[src/sv/efcd_pkg.sv]
// Shared types and constants for the escape-framed command deframer.
package efcd_pkg;

    localparam int LENGTH_BITS = 24;
    localparam int CNT_W       = LENGTH_BITS + 1;

    localparam logic [3:0]  INTRO_LEN    = 4'd4;
    localparam logic [3:0]  HEADER_BYTES = 4'd8;
    localparam logic [CNT_W-1:0] TAIL_BYTES = CNT_W'(4);

    localparam logic [7:0]  ESC_BYTE     = 8'h1B;
    localparam logic [7:0]  BACKSPACE    = 8'h08;
    localparam logic [31:0] TRAILER_WORD = 32'h4253_542E;

    localparam logic [7:0] INTRO_SEQ [4] = '{8'h1B, 8'h5B, 8'h57, 8'h5D};

    typedef enum logic [2:0] {
        REG_ENABLE        = 3'd0,
        REG_COMMAND_LIMIT = 3'd1,
        REG_MAX_LENGTH    = 3'd2,
        REG_TIMEOUT_TICKS = 3'd3,
        REG_MIN_PROGRESS  = 3'd4
    } reg_index_t;

    typedef enum logic [1:0] {
        CAUSE_NONE = 2'd0,
        CAUSE_CMD  = 2'd1,
        CAUSE_LONG = 2'd2,
        CAUSE_TIME = 2'd3
    } cause_t;

    typedef enum logic [2:0] {
        PH_IDLE = 3'b001,
        PH_HEAD = 3'b010,
        PH_RECV = 3'b100
    } phase_t;

    typedef struct packed {
        logic              enable;
        logic [7:0]        command_limit;
        logic [CNT_W-1:0]  max_length;
        logic [15:0]       timeout_ticks;
        logic [15:0]       min_progress;
    } cfg_t;

    typedef struct packed {
        logic                   pass_through;
        logic [7:0]             out_byte;
        logic                   payload_valid;
        logic                   is_tail;
        logic                   frame_done;
        logic                   tail_ok;
        logic [7:0]             command_code;
        logic [LENGTH_BITS-1:0] body_length;
        logic                   aborted;
        cause_t                 abort_cause;
    } result_t;

endpackage

[src/sv/escape_framed_command_deframer.sv]
// Top level of the escape-framed command deframer: input stage, parser, result stage.
//
//  channel   | direction | request carries
//  ----------+-----------+-------------------------------------------------
//  s_*       | in        | one received byte or one watchdog tick
//  m_*       | out       | byte disposition, payload flags, frame summary
//  cfg_*     | in        | register index and write data
//
//  One request per cycle sustained while the output is not stalled.
//  The input register feeds the parser logic, whose result lands in the output register.
//  A stalled output holds the parser and the input stage; ticks that do not abort give
//  no output request. Reset clears the parser to idle and loads register defaults.
//  A write to the enable register also clears the parser.
module escape_framed_command_deframer
(
    input  logic         clk,
    input  logic         rst_n,

    input  logic         s_tvalid,
    output logic         s_tready,
    input  logic [7:0]   s_tdata,   // [7:0] data_byte
    input  logic         s_tuser,   // [0] action

    output logic         m_tvalid,
    input  logic         m_tready,
    output logic [47:0]  m_tdata,   // [7:0] out_byte, [8] tail_ok, [16:9] command_code,
                                    // [40:17] body_length, [41] aborted,
                                    // [43:42] abort_cause, [47:44] zero
    output logic [2:0]   m_tuser,   // [0] pass_through, [1] payload_valid, [2] is_tail
    output logic         m_tlast,   // frame_done

    input  logic         cfg_valid,
    output logic         cfg_ready,
    input  logic [2:0]   cfg_index,
    input  logic [24:0]  cfg_data
);
    import efcd_pkg::*;

    cfg_t        cfg;
    logic        parser_clear;
    logic        in_vld_reg;
    logic        in_act_reg;
    logic [7:0]  in_byte_reg;
    logic        proc;
    logic        res_valid;
    result_t     res;
    logic        out_vld_reg;
    result_t     out_reg;

    assign cfg_ready = 1'b1;

    efcd_cfg_regs u_cfg
    (
        .clk          (clk),
        .rst_n        (rst_n),
        .wr_en        (cfg_valid && cfg_ready),
        .wr_index     (cfg_index),
        .wr_data      (cfg_data),
        .cfg          (cfg),
        .parser_clear (parser_clear)
    );

    assign proc     = in_vld_reg && (!out_vld_reg || m_tready);
    assign s_tready = !in_vld_reg || proc;

    always_ff @(posedge clk or negedge rst_n)
    begin
        if (!rst_n)
        begin
            in_vld_reg <= 1'b0;
        end
        else if (s_tready)
        begin
            in_vld_reg <= s_tvalid;
        end
    end

    always_ff @(posedge clk)
    begin
        if (s_tready && s_tvalid)
        begin
            in_act_reg  <= s_tuser;
            in_byte_reg <= s_tdata;
        end
    end

    efcd_parser u_parser
    (
        .clk       (clk),
        .rst_n     (rst_n),
        .cfg       (cfg),
        .clear     (parser_clear),
        .step      (proc),
        .action    (in_act_reg),
        .data_byte (in_byte_reg),
        .res_valid (res_valid),
        .res       (res)
    );

    always_ff @(posedge clk or negedge rst_n)
    begin
        if (!rst_n)
        begin
            out_vld_reg <= 1'b0;
        end
        else if (proc)
        begin
            out_vld_reg <= res_valid;
        end
        else if (m_tready)
        begin
            out_vld_reg <= 1'b0;
        end
    end

    always_ff @(posedge clk)
    begin
        if (proc)
        begin
            out_reg <= res;
        end
    end

    assign m_tvalid = out_vld_reg;
    assign m_tdata  = {4'd0, out_reg.abort_cause, out_reg.aborted, out_reg.body_length,
                       out_reg.command_code, out_reg.tail_ok, out_reg.out_byte};
    assign m_tuser  = {out_reg.is_tail, out_reg.payload_valid, out_reg.pass_through};
    assign m_tlast  = out_reg.frame_done;

    a_done_is_payload: assert property (@(posedge clk) disable iff (!rst_n)
        (m_tvalid && m_tlast) |-> (m_tuser[1] && m_tuser[2] && !m_tuser[0]))
        else $error("frame end without a tail payload byte");

    a_cause_matches_abort: assert property (@(posedge clk) disable iff (!rst_n)
        m_tvalid |-> (out_reg.aborted == (out_reg.abort_cause != CAUSE_NONE)))
        else $error("abort flag and cause disagree");

    a_pass_not_payload: assert property (@(posedge clk) disable iff (!rst_n)
        m_tvalid |-> !(m_tuser[0] && (m_tuser[1] || out_reg.aborted)))
        else $error("pass-through byte marked as frame traffic");

    a_stall_holds_parser: assert property (@(posedge clk) disable iff (!rst_n)
        (in_vld_reg && out_vld_reg && !m_tready) |=> (in_vld_reg && out_vld_reg))
        else $error("input stage moved while output stalled");

endmodule

[src/sv/efcd_cfg_regs.sv]
// Configuration register bank; a write to the enable register triggers a parser clear.
module efcd_cfg_regs
(
    input  logic                clk,
    input  logic                rst_n,
    input  logic                wr_en,
    input  logic [2:0]          wr_index,
    input  logic [24:0]         wr_data,
    output efcd_pkg::cfg_t      cfg,
    output logic                parser_clear
);
    import efcd_pkg::*;

    cfg_t cfg_reg;

    always_ff @(posedge clk or negedge rst_n)
    begin
        if (!rst_n)
        begin
            cfg_reg.enable        <= 1'b0;
            cfg_reg.command_limit <= 8'd16;
            cfg_reg.max_length    <= CNT_W'(1048575);
            cfg_reg.timeout_ticks <= 16'd2000;
            cfg_reg.min_progress  <= 16'd50;
        end
        else if (wr_en)
        begin
            unique case (wr_index)
                REG_ENABLE:        cfg_reg.enable        <= wr_data[0];
                REG_COMMAND_LIMIT: cfg_reg.command_limit <= wr_data[7:0];
                REG_MAX_LENGTH:    cfg_reg.max_length    <= wr_data;
                REG_TIMEOUT_TICKS: cfg_reg.timeout_ticks <= wr_data[15:0];
                REG_MIN_PROGRESS:  cfg_reg.min_progress  <= wr_data[15:0];
                default:           ;
            endcase
        end
    end

    assign cfg          = cfg_reg;
    assign parser_clear = wr_en && (wr_index == REG_ENABLE);

endmodule

[src/sv/efcd_parser.sv]
// Frame parser state and per-item next-state and result logic.
module efcd_parser
(
    input  logic                clk,
    input  logic                rst_n,
    input  efcd_pkg::cfg_t      cfg,
    input  logic                clear,
    input  logic                step,
    input  logic                action,
    input  logic [7:0]          data_byte,
    output logic                res_valid,
    output efcd_pkg::result_t   res
);
    import efcd_pkg::*;

    phase_t            phase_reg,    phase_next;
    logic [3:0]        hdr_cnt_reg,  hdr_cnt_next;
    logic [7:0]        cmd_reg,      cmd_next;
    logic [CNT_W-1:0]  len_reg,      len_next;
    logic [CNT_W-1:0]  rcv_cnt_reg,  rcv_cnt_next;
    logic [CNT_W-1:0]  mark_reg,     mark_next;
    logic [1:0]        ext_cnt_reg,  ext_cnt_next;
    logic [15:0]       tick_cnt_reg, tick_cnt_next;
    logic [31:0]       tail_win_reg, tail_win_next;

    logic              drop_frame;
    logic              restart_esc;
    logic [16:0]       tick_inc;
    logic [CNT_W-1:0]  progress;
    logic [23:0]       len_acc;
    logic [CNT_W-1:0]  len_total;
    logic [CNT_W-1:0]  rcv_inc;
    logic [31:0]       tail_shift;

    assign tick_inc   = {1'b0, tick_cnt_reg} + 17'd1;
    assign progress   = rcv_cnt_reg - mark_reg;
    assign len_acc    = {len_reg[15:0], data_byte};
    assign len_total  = {1'b0, len_acc} + TAIL_BYTES;
    assign rcv_inc    = rcv_cnt_reg + CNT_W'(1);
    assign tail_shift = {tail_win_reg[23:0], data_byte};

    always_comb
    begin
        phase_next    = phase_reg;
        hdr_cnt_next  = hdr_cnt_reg;
        cmd_next      = cmd_reg;
        len_next      = len_reg;
        rcv_cnt_next  = rcv_cnt_reg;
        mark_next     = mark_reg;
        ext_cnt_next  = ext_cnt_reg;
        tick_cnt_next = tick_cnt_reg;
        tail_win_next = tail_win_reg;
        drop_frame    = 1'b0;
        restart_esc   = 1'b0;
        res_valid     = 1'b0;
        res           = '0;

        if (action)
        begin
            if (cfg.enable && phase_reg == PH_RECV)
            begin
                if (tick_inc < {1'b0, cfg.timeout_ticks})
                begin
                    tick_cnt_next = tick_inc[15:0];
                end
                else if (progress < {9'd0, cfg.min_progress} || ext_cnt_reg[1])
                begin
                    res_valid        = 1'b1;
                    res.command_code = cmd_reg;
                    res.aborted      = 1'b1;
                    res.abort_cause  = CAUSE_TIME;
                    drop_frame       = 1'b1;
                end
                else
                begin
                    mark_next     = rcv_cnt_reg;
                    tick_cnt_next = '0;
                    ext_cnt_next  = ext_cnt_reg + 2'd1;
                end
            end
        end
        else
        begin
            res_valid    = 1'b1;
            res.out_byte = data_byte;
            if (!cfg.enable)
            begin
                res.pass_through = 1'b1;
            end
            else
            begin
                unique case (phase_reg)
                    PH_IDLE:
                    begin
                        if (data_byte == ESC_BYTE)
                        begin
                            phase_next   = PH_HEAD;
                            hdr_cnt_next = 4'd1;
                        end
                        else
                        begin
                            res.pass_through = 1'b1;
                        end
                    end
                    PH_HEAD:
                    begin
                        if (hdr_cnt_reg < INTRO_LEN)
                        begin
                            if (data_byte == BACKSPACE)
                            begin
                                hdr_cnt_next = hdr_cnt_reg - 4'd1;
                                drop_frame   = (hdr_cnt_reg == 4'd1);
                            end
                            else if (data_byte == INTRO_SEQ[hdr_cnt_reg[1:0]])
                            begin
                                hdr_cnt_next = hdr_cnt_reg + 4'd1;
                            end
                            else
                            begin
                                drop_frame       = 1'b1;
                                restart_esc      = (data_byte == ESC_BYTE);
                                res.pass_through = (data_byte != ESC_BYTE);
                            end
                        end
                        else if (data_byte >= cfg.command_limit)
                        begin
                            res.command_code = data_byte;
                            res.aborted      = 1'b1;
                            res.abort_cause  = CAUSE_CMD;
                            drop_frame       = 1'b1;
                            restart_esc      = (data_byte == ESC_BYTE);
                        end
                        else
                        begin
                            cmd_next         = data_byte;
                            phase_next       = PH_RECV;
                            hdr_cnt_next     = INTRO_LEN + 4'd1;
                            len_next         = '0;
                            rcv_cnt_next     = '0;
                            mark_next        = '0;
                            tick_cnt_next    = '0;
                            ext_cnt_next     = 2'd1;
                            tail_win_next    = '0;
                            res.command_code = data_byte;
                        end
                    end
                    PH_RECV:
                    begin
                        res.command_code = cmd_reg;
                        if (hdr_cnt_reg < HEADER_BYTES)
                        begin
                            hdr_cnt_next = hdr_cnt_reg + 4'd1;
                            if (hdr_cnt_reg == HEADER_BYTES - 4'd1)
                            begin
                                len_next = len_total;
                                if (len_total > cfg.max_length)
                                begin
                                    res.aborted     = 1'b1;
                                    res.abort_cause = CAUSE_LONG;
                                    drop_frame      = 1'b1;
                                end
                            end
                            else
                            begin
                                len_next = {1'b0, len_acc};
                            end
                        end
                        else
                        begin
                            res.payload_valid = 1'b1;
                            res.is_tail = ({1'b0, rcv_cnt_reg} + {1'b0, TAIL_BYTES})
                                          >= {1'b0, len_reg};
                            tail_win_next = tail_shift;
                            rcv_cnt_next  = rcv_inc;
                            if (rcv_inc >= len_reg)
                            begin
                                res.frame_done  = 1'b1;
                                res.tail_ok     = (tail_shift == TRAILER_WORD);
                                res.body_length = LENGTH_BITS'(len_reg - TAIL_BYTES);
                                drop_frame      = 1'b1;
                            end
                        end
                    end
                    default:
                    begin
                        drop_frame = 1'b1;
                    end
                endcase
            end
        end

        if (drop_frame)
        begin
            phase_next    = PH_IDLE;
            hdr_cnt_next  = '0;
            cmd_next      = '0;
            len_next      = '0;
            rcv_cnt_next  = '0;
            mark_next     = '0;
            ext_cnt_next  = '0;
            tick_cnt_next = '0;
            tail_win_next = '0;
        end
        if (restart_esc)
        begin
            phase_next   = PH_HEAD;
            hdr_cnt_next = 4'd1;
        end
    end

    always_ff @(posedge clk or negedge rst_n)
    begin
        if (!rst_n)
        begin
            phase_reg    <= PH_IDLE;
            hdr_cnt_reg  <= '0;
            cmd_reg      <= '0;
            len_reg      <= '0;
            rcv_cnt_reg  <= '0;
            mark_reg     <= '0;
            ext_cnt_reg  <= '0;
            tick_cnt_reg <= '0;
            tail_win_reg <= '0;
        end
        else if (clear)
        begin
            phase_reg    <= PH_IDLE;
            hdr_cnt_reg  <= '0;
            cmd_reg      <= '0;
            len_reg      <= '0;
            rcv_cnt_reg  <= '0;
            mark_reg     <= '0;
            ext_cnt_reg  <= '0;
            tick_cnt_reg <= '0;
            tail_win_reg <= '0;
        end
        else if (step)
        begin
            phase_reg    <= phase_next;
            hdr_cnt_reg  <= hdr_cnt_next;
            cmd_reg      <= cmd_next;
            len_reg      <= len_next;
            rcv_cnt_reg  <= rcv_cnt_next;
            mark_reg     <= mark_next;
            ext_cnt_reg  <= ext_cnt_next;
            tick_cnt_reg <= tick_cnt_next;
            tail_win_reg <= tail_win_next;
        end
    end

endmodule

[config.mk]
export PLATFORM = sky130hd
export DESIGN_NAME = escape_framed_command_deframer
export DESIGN_NICKNAME = d
export VERILOG_FILES = /design/src/sv/efcd_pkg.sv /design/src/sv/escape_framed_command_deframer.sv /design/src/sv/efcd_cfg_regs.sv /design/src/sv/efcd_parser.sv
export SDC_FILE = /design/constraint.sdc
export NUM_CORES = 1
export LEC_CHECK = 0
export BUFFER_PORTS_ARGS = -buffer_cell sky130_fd_sc_hd__buf_2
export CELL_PAD_IN_SITES_DETAIL_PLACEMENT = 1
export CELL_PAD_IN_SITES_GLOBAL_PLACEMENT = 1
export CORE_UTILIZATION = 53
export CTS_CLUSTER_DIAMETER = 50
export CTS_CLUSTER_SIZE = 28
export DETAILED_ROUTE_END_ITERATION = 8
export PLACE_DENSITY = 0.91
export SLEW_MARGIN = 20
export SYNTH_ARGS = -nofsm -noshare
export SYNTH_HDL_FRONTEND = slang
export SYNTH_HIERARCHICAL = 1
export SYNTH_SLANG_ARGS = --single-unit
[constraint.sdc]
create_clock -name clk -period 14.36 [get_ports clk]
set_clock_uncertainty 0.1 [all_clocks]
set_input_delay 2.154 -clock clk [delete_from_list [all_inputs] [get_ports clk]]
set_output_delay 2.154 -clock clk [all_outputs]
set_load 0.05 [all_outputs]
* Yosys cells after proc, flatten, opt, wreduce, memory -nomap -nowiden
Index checks and enable logic that the tools add are counted.
W data, S select, Z words.
** Storage, ports and cells
- Register bits :: 257
- Bits in latches :: 0
- RAM bits :: 0
- Bits in read-only memories :: 0
- Word-level logic and storage cells :: 262
- Memories kept :: 0
** Operators by class
- $add $sub $neg :: 9
- Multiply operators :: 0
- Divide/modulo/power cells :: 0
- $lt $le $gt $ge :: 9
- Equal/unequal tests :: 34
- Shifts and indexed selects :: 0
- Multiplexer cells :: 143
- Bitwise operators :: 4
- Reductions and logical operators :: 35
** Operators with widths (count)
- $mux W25 :: 24
- $mux W24 :: 11
- $mux W16 :: 11
- $mux W8 :: 15
- $pmux W25 S2 :: 2
- $mux W3 :: 18
- $mux W4 :: 13
- $pmux W24 S2 :: 1
- $mux W35 :: 1
- $eq A32 B31 Y1 const B :: 1
- $ne A4 B3 Y1 const B :: 8
- $mux W1 :: 28
- $reduce_and A7 Y1 :: 4
- $add A25 B3 Y26 const B :: 1
- $ge A26 B25 Y1 :: 1
- $add A24 B3 Y25 const B :: 1
- $add A25 B1 Y25 const B :: 1
- $ge A25 B25 Y1 :: 1
- $gt A25 B25 Y1 :: 1
- $lt A25 B16 Y1 :: 1
- $sub A25 B25 Y25 :: 1
- $mux W2 :: 12
- $sub A24 B3 Y24 const B :: 1
- $ne A5 B3 Y1 const B :: 4
- other kinds (46) :: 72

* Longest topological paths before layout
- Depth after elaboration :: 15
- Depth in mapped cells :: 25

* By module
The synthesis kept the hierarchy.
** By module, submodules not included
- efcd_parser :: instances 1, cells each 1538, area an instance 12544.5 um^2, seq. area each 3304.4 um^2
- efcd_cfg_regs :: instances 1, cells each 144, area an instance 2616.3 um^2, seq. area each 1689.1 um^2
- escape_framed_command_deframer :: instances 1, cells each 73, area an instance 1861.8 um^2, seq. area each 1761.7 um^2

* Least setup slack after synthesis
Ideal clock, no wire load.
- Path type :: register -> register
- Start :: register u_parser.rcv_cnt_reg[5]
- End :: register u_parser.len_reg[24]
- Setup time :: 0.127 ns
- Arrival :: 5.242 ns
- Required time :: 14.133 ns
- Setup slack :: 8.891 ns
- Stages on the path, launching flop included :: 26
- Path buffers :: 3
- Path through :: dfrtp_1 clkbuf_1 nand3_1 nor2_1 and2_0 and3_1 nand3_1 inv_1 nand3_1 nor2_1 nand3_1 xnor2_1 ha_1 a21oi_1 o21ai_0 nor4_1 a21oi_1 o21ai_1 nand2_1 nor4_1 a21o_1 a21oi_4 o31a_1 buf_4 buf_6 mux2_1
** Between the ends
- Word-level cells in the longest chain between the ends :: 10
** Ends and longest elaborated chain
- from (decl) :: line efcd_parser.sv:20 : logic [CNT_W-1:0] rcv_cnt_reg, rcv_cnt_next;
- from (signal assigned) :: line efcd_parser.sv:243 : rcv_cnt_reg <= rcv_cnt_next;
- $add A25 B1 Y25 or $sub A25 B25 Y25 (tied branches) :: line efcd_parser.sv:39, efcd_parser.sv:36
- $ge A25 B25 Y1 or $lt A25 B16 Y1 (tied branches) :: line efcd_parser.sv:175, efcd_parser.sv:66
- $mux W1 or $logic_or A1 B1 Y1 (tied branches) :: line efcd_parser.sv:175, efcd_parser.sv:66
- $mux W1, on equally long branches :: line efcd_parser.sv:150, efcd_parser.sv:66
- $pmux W1 S3 or $mux W1 (tied branches) :: line efcd_parser.sv:92, efcd_parser.sv:62
- $mux W1, on equally long branches :: line efcd_parser.sv:86, efcd_parser.sv:60
- $mux W1 * :: line efcd_parser.sv:58 : if (action)
- branches (longest 3 deep; another with $reduce_and A7 Y1)
- to (signal assigned) :: line efcd_parser.sv:242 : len_reg <= len_next;
- to (decl) :: line efcd_parser.sv:19 : logic [CNT_W-1:0] len_reg, len_next;
Every way passes the cells marked *. The select of a mux whose other input is x is not followed.
A chain may end at the register's enable or synchronous reset.

* Worst setup path after layout
- Start :: register u_parser.rcv_cnt_reg[2]
- End :: register u_parser.rcv_cnt_reg[7]
** Between the ends
- Word-level cells in the longest chain between the ends :: 10
** Ends and longest elaborated chain
- branches (longest 10 deep; another with $add A25 B1 Y25)
Several ways; the timed one is not identified. The select of a mux whose other input is x is not followed.

==> flow_metrics.py <==
metrics = {
    "power": {
        "p_switching_uw": 985,
        "intPower_uw": 1710,
        "p_leak_uw": 0.00870,
        "combPwrFrac_pct": 32.6,
        "ir_drop_mv": 0.134,
        "seqPwrFrac_pct": 34.1,
        "power.share.clock_pct": 33.3,
        "sw_frac_of_total_pct": 36.5,
        "power_density_nw_per_um2": 143,
    },
    "place": {
        "io_buffers": 91,
        "dpl.cell_count": 2168,
        "place.gp.congestion": 0.914,
        "dp_hpwl_mm": 38.6,
    },
    "sta": {
        "worstMarginPinSlew_ns": 1.12,
        "fmax_mhz": 138,
        "whs_ns": 0.402,
        "finalSetupViolations": 0,
        "period_needed_ns": 7.25,
        "fin_crit_sh_pct": 50.5,
        "final-hold-violation-count": 0,
        "fin_tns_setup_ns": 0,
        "relSlewSlack_pct": 25.1,
        "slew_viol_final": 0,
        "rsz0062_at_grt": "no",
    },
    "worst_setup_path": {
        "r2r-end": "u_parser/rcv_cnt_reg[7]",
        "crit_type": "reg -> reg",
        "crit_fanout": 46,
        "rr_startpoint": "u_parser/rcv_cnt_reg[2]",
        "cp-end-kind": "flip-flop",
        "worst_ep_arrival_time_ns": 7.60,
        "cp.required_ns": 14.71,
        "reg2regPathDepth": 25,
        "r2r_slack_ns": 7.11,
        "cp-start-kind": "flip-flop",
    },
    "global_route": {
        "track_usage_pct": 34.6,
        "grt_pass1_wl_mm": 88.4,
        "overflow": 0,
        "antenna_found_initial": 1,
        "first_global_vias": 15400,
        "grt_max_degree": 77,
    },
    "floorplan": {
        "coreArea_um2": 31600,
        "row_count": 65,
        "die_w_um": 181,
        "ios": 97,
        "initial_utilization_pct": 53.9,
        "die-area_um2": 32800,
        "die_h_um": 181,
    },
    "hold_path": {
        "min-delay-path-class": "reg -> reg",
        "holdPathEnd": "u_parser/len_reg[24]",
        "hold_path_depth": 1,
        "min_from": "u_parser/len_reg[24]",
    },
    "detailed_routing": {
        "post_drt_wl_per_cell_um": 25.2,
        "drtIter0Drc": 1202,
        "avgViaCountPerCell": 6.48,
        "remaining_drc_errors": 0,
        "vias": 14500,
        "drtAntennaViolNets": 0,
        "finalWirelength_mm": 56.2,
        "drtPass1Iterations": 5,
    },
    "finish": {
        "multi_input_area_um2": 9310,
        "register_area_um2": 6760,
        "area_growth_pct": 10.7,
        "fin_util_pct": 59.7,
        "drive_gt1_share_pct": 17.5,
        "stdcell_count": 2231,
        "largest_register_ffs": 66,
        "nets": 1993,
        "fill_cells": 3508,
    },
    "synth": {
        "synth.top_cell.area_share_pct": 24.8,
        "synth_area_leaders": "dfrtp_1 25%, ha_1 11%, edfxtp_1 10%",
        "synth_area_per_cell_um2": 9.70,
        "ys_warn_count": 6,
        "yosysTopAreaCell": "dfrtp_1",
        "async_flop_share_pct": 77.8,
        "synth_ff_type": "dfrtp_1",
        "yosysUniqueCellTypes": 87,
        "synth_area_um2": 17000,
        "syn_inst": 1755,
        "synth_seq_cells": 257,
        "ys_seq_area_share_pct": 39.7,
        "synth_edf_count": 57,
    },
    "cts": {
        "clk_latency_ns": 0.54,
        "htree_levels": 2,
        "cts_made_buffers": 34,
        "hold_buffers": 0,
        "post-cts-setup-buffers": 0,
        "cts_root_buf": "clkbuf_16",
        "clk_pin_slew_worst_paths_ns": 0.06,
        "clock_sinks": 257,
        "cts_resized": 0,
        "cts_buffer_depth": 3,
        "cts_tree": "yes",
    },
    "outcome": {
        "status": "completed",
    },
    "flow_run": {
        "max_cap_violations": 0,
    },
}
power groups by stage:
stage	clock network, uW	registers (uW)	logic, uW
finish	898	922	880
global route	936	930	946
CTS	907	920	867
detailed placement	0	926	836
global placement	0	917	780
floorplan	0	935	582
per-stage QoR:
stage	cell area (um2)	setup WS (ns)	power, uW
detailed placement	17700	7.30	1760
finish	18800	7.11	2700
CTS	18800	7.19	2690
global placement	17600	7.56	1700
global route	18800	6.62	2810
floorplan	17000	8.89	1520
critical path, stage by stage (launching register included):
cell,delay (ns)
dfrtp_1,0.53
ha_1,0.34
nand2_1,0.11
nor2_1,0.21
and2_0,0.32
and3_1,0.28
nand3_1,0.15
inv_1,0.11
nand3_1,0.22
nor2_1,0.24
nand3_1,0.12
xnor2_1,0.25
ha_1,0.28
a21oi_1,0.14
o21ai_0,0.15
nor4_1,0.33
a21oi_1,0.15
o21ai_2,0.15
buf_4,0.32
nand2_1,0.12
nor4_1,0.60
a21o_1,0.26
a21oi_4,0.04
buf_4,0.31
o21ai_4,0.94
a22o_1,0.31
cells by family (layout without fill, tap and decap cells):
kind of cell,Yosys count,count (layout),synth area share [%]
simple gates,542,542,16.2
buf+inv,234,304,5.77
other cells,2,6,0.0441
mux,107,107,7.32
fa+ha+maj,149,149,11.0
xor+xnor,141,141,7.25
compound gates,323,323,12.7
flops,257,257,39.7
cell type report:
| class | instances | share of cell area, % |
|---|---|---|
| Timing Repair Buffer | 104 | 2.98 |
| Tap cell | 402 | 2.67 |
| Sequential cell | 257 | 35.9 |
| Clock buffer | 43 | 5.08 |
| Multi-Input combinational cell | 1267 | 49.4 |
| Inverter | 138 | 2.75 |
| Clock inverter | 19 | 1.22 |
| Antenna cell | 1 | 0.0133 |
per-layer routing:
metal  share of wire [%]  vias to the layer above  routed length, um  GRT usage [%]
li1                    -                     6301                  -              -
met4                 5.0                        0               2820           17.7
met5                   0                        -                  0              0
met3                 6.6                      187               3690           5.99
met1                  40                     7306              22600           43.2
met2                  48                      659              27100           57.5
worst max-delay path by stage:
stage,slack [ns],start,cells past startpoint,endpoint
4_1_cts,7.19,u_parser/rcv_cnt_reg[2],25,u_parser/rcv_cnt_reg[7]
6_report,7.11,u_parser/rcv_cnt_reg[2],25,u_parser/rcv_cnt_reg[7]
2_1_floorplan,8.89,u_parser/rcv_cnt_reg[5],25,u_parser/len_reg[24]
3_5_place_dp,7.30,u_parser/rcv_cnt_reg[2],25,u_parser/rcv_cnt_reg[0]
5_1_grt,6.62,u_parser/rcv_cnt_reg[2],25,u_parser/rcv_cnt_reg[7]
3_3_place_gp,7.56,in_byte_reg[3],22,u_parser/len_reg[16]
cells in the final DEF (no fill, tap or decap), types with 38 or more instances in the layout:
cell,count
a21oi_1,76
nand3_1,81
xnor2_1,103
inv_1,135
dfrtp_1,169
o21ai_0,77
xor2_1,38
ha_1,148
nand2_1,133
nor3_1,47
mux2_2,89
edfxtp_1,57
nor2_1,111
a22o_1,45
buf_2,90
cell usage after synthesis (all sizes together) (45+ instances only):
master,count
nor2,112
dfrtp,169
inv,135
nand2,133
ha,148
edfxtp,57
xnor2,103
a21oi,77
clkbuf,64
nand3,81
o21ai,80
a22o,45
nor3,47
mux2,104
No activity file was read; power rests on OpenSTA's default activity.
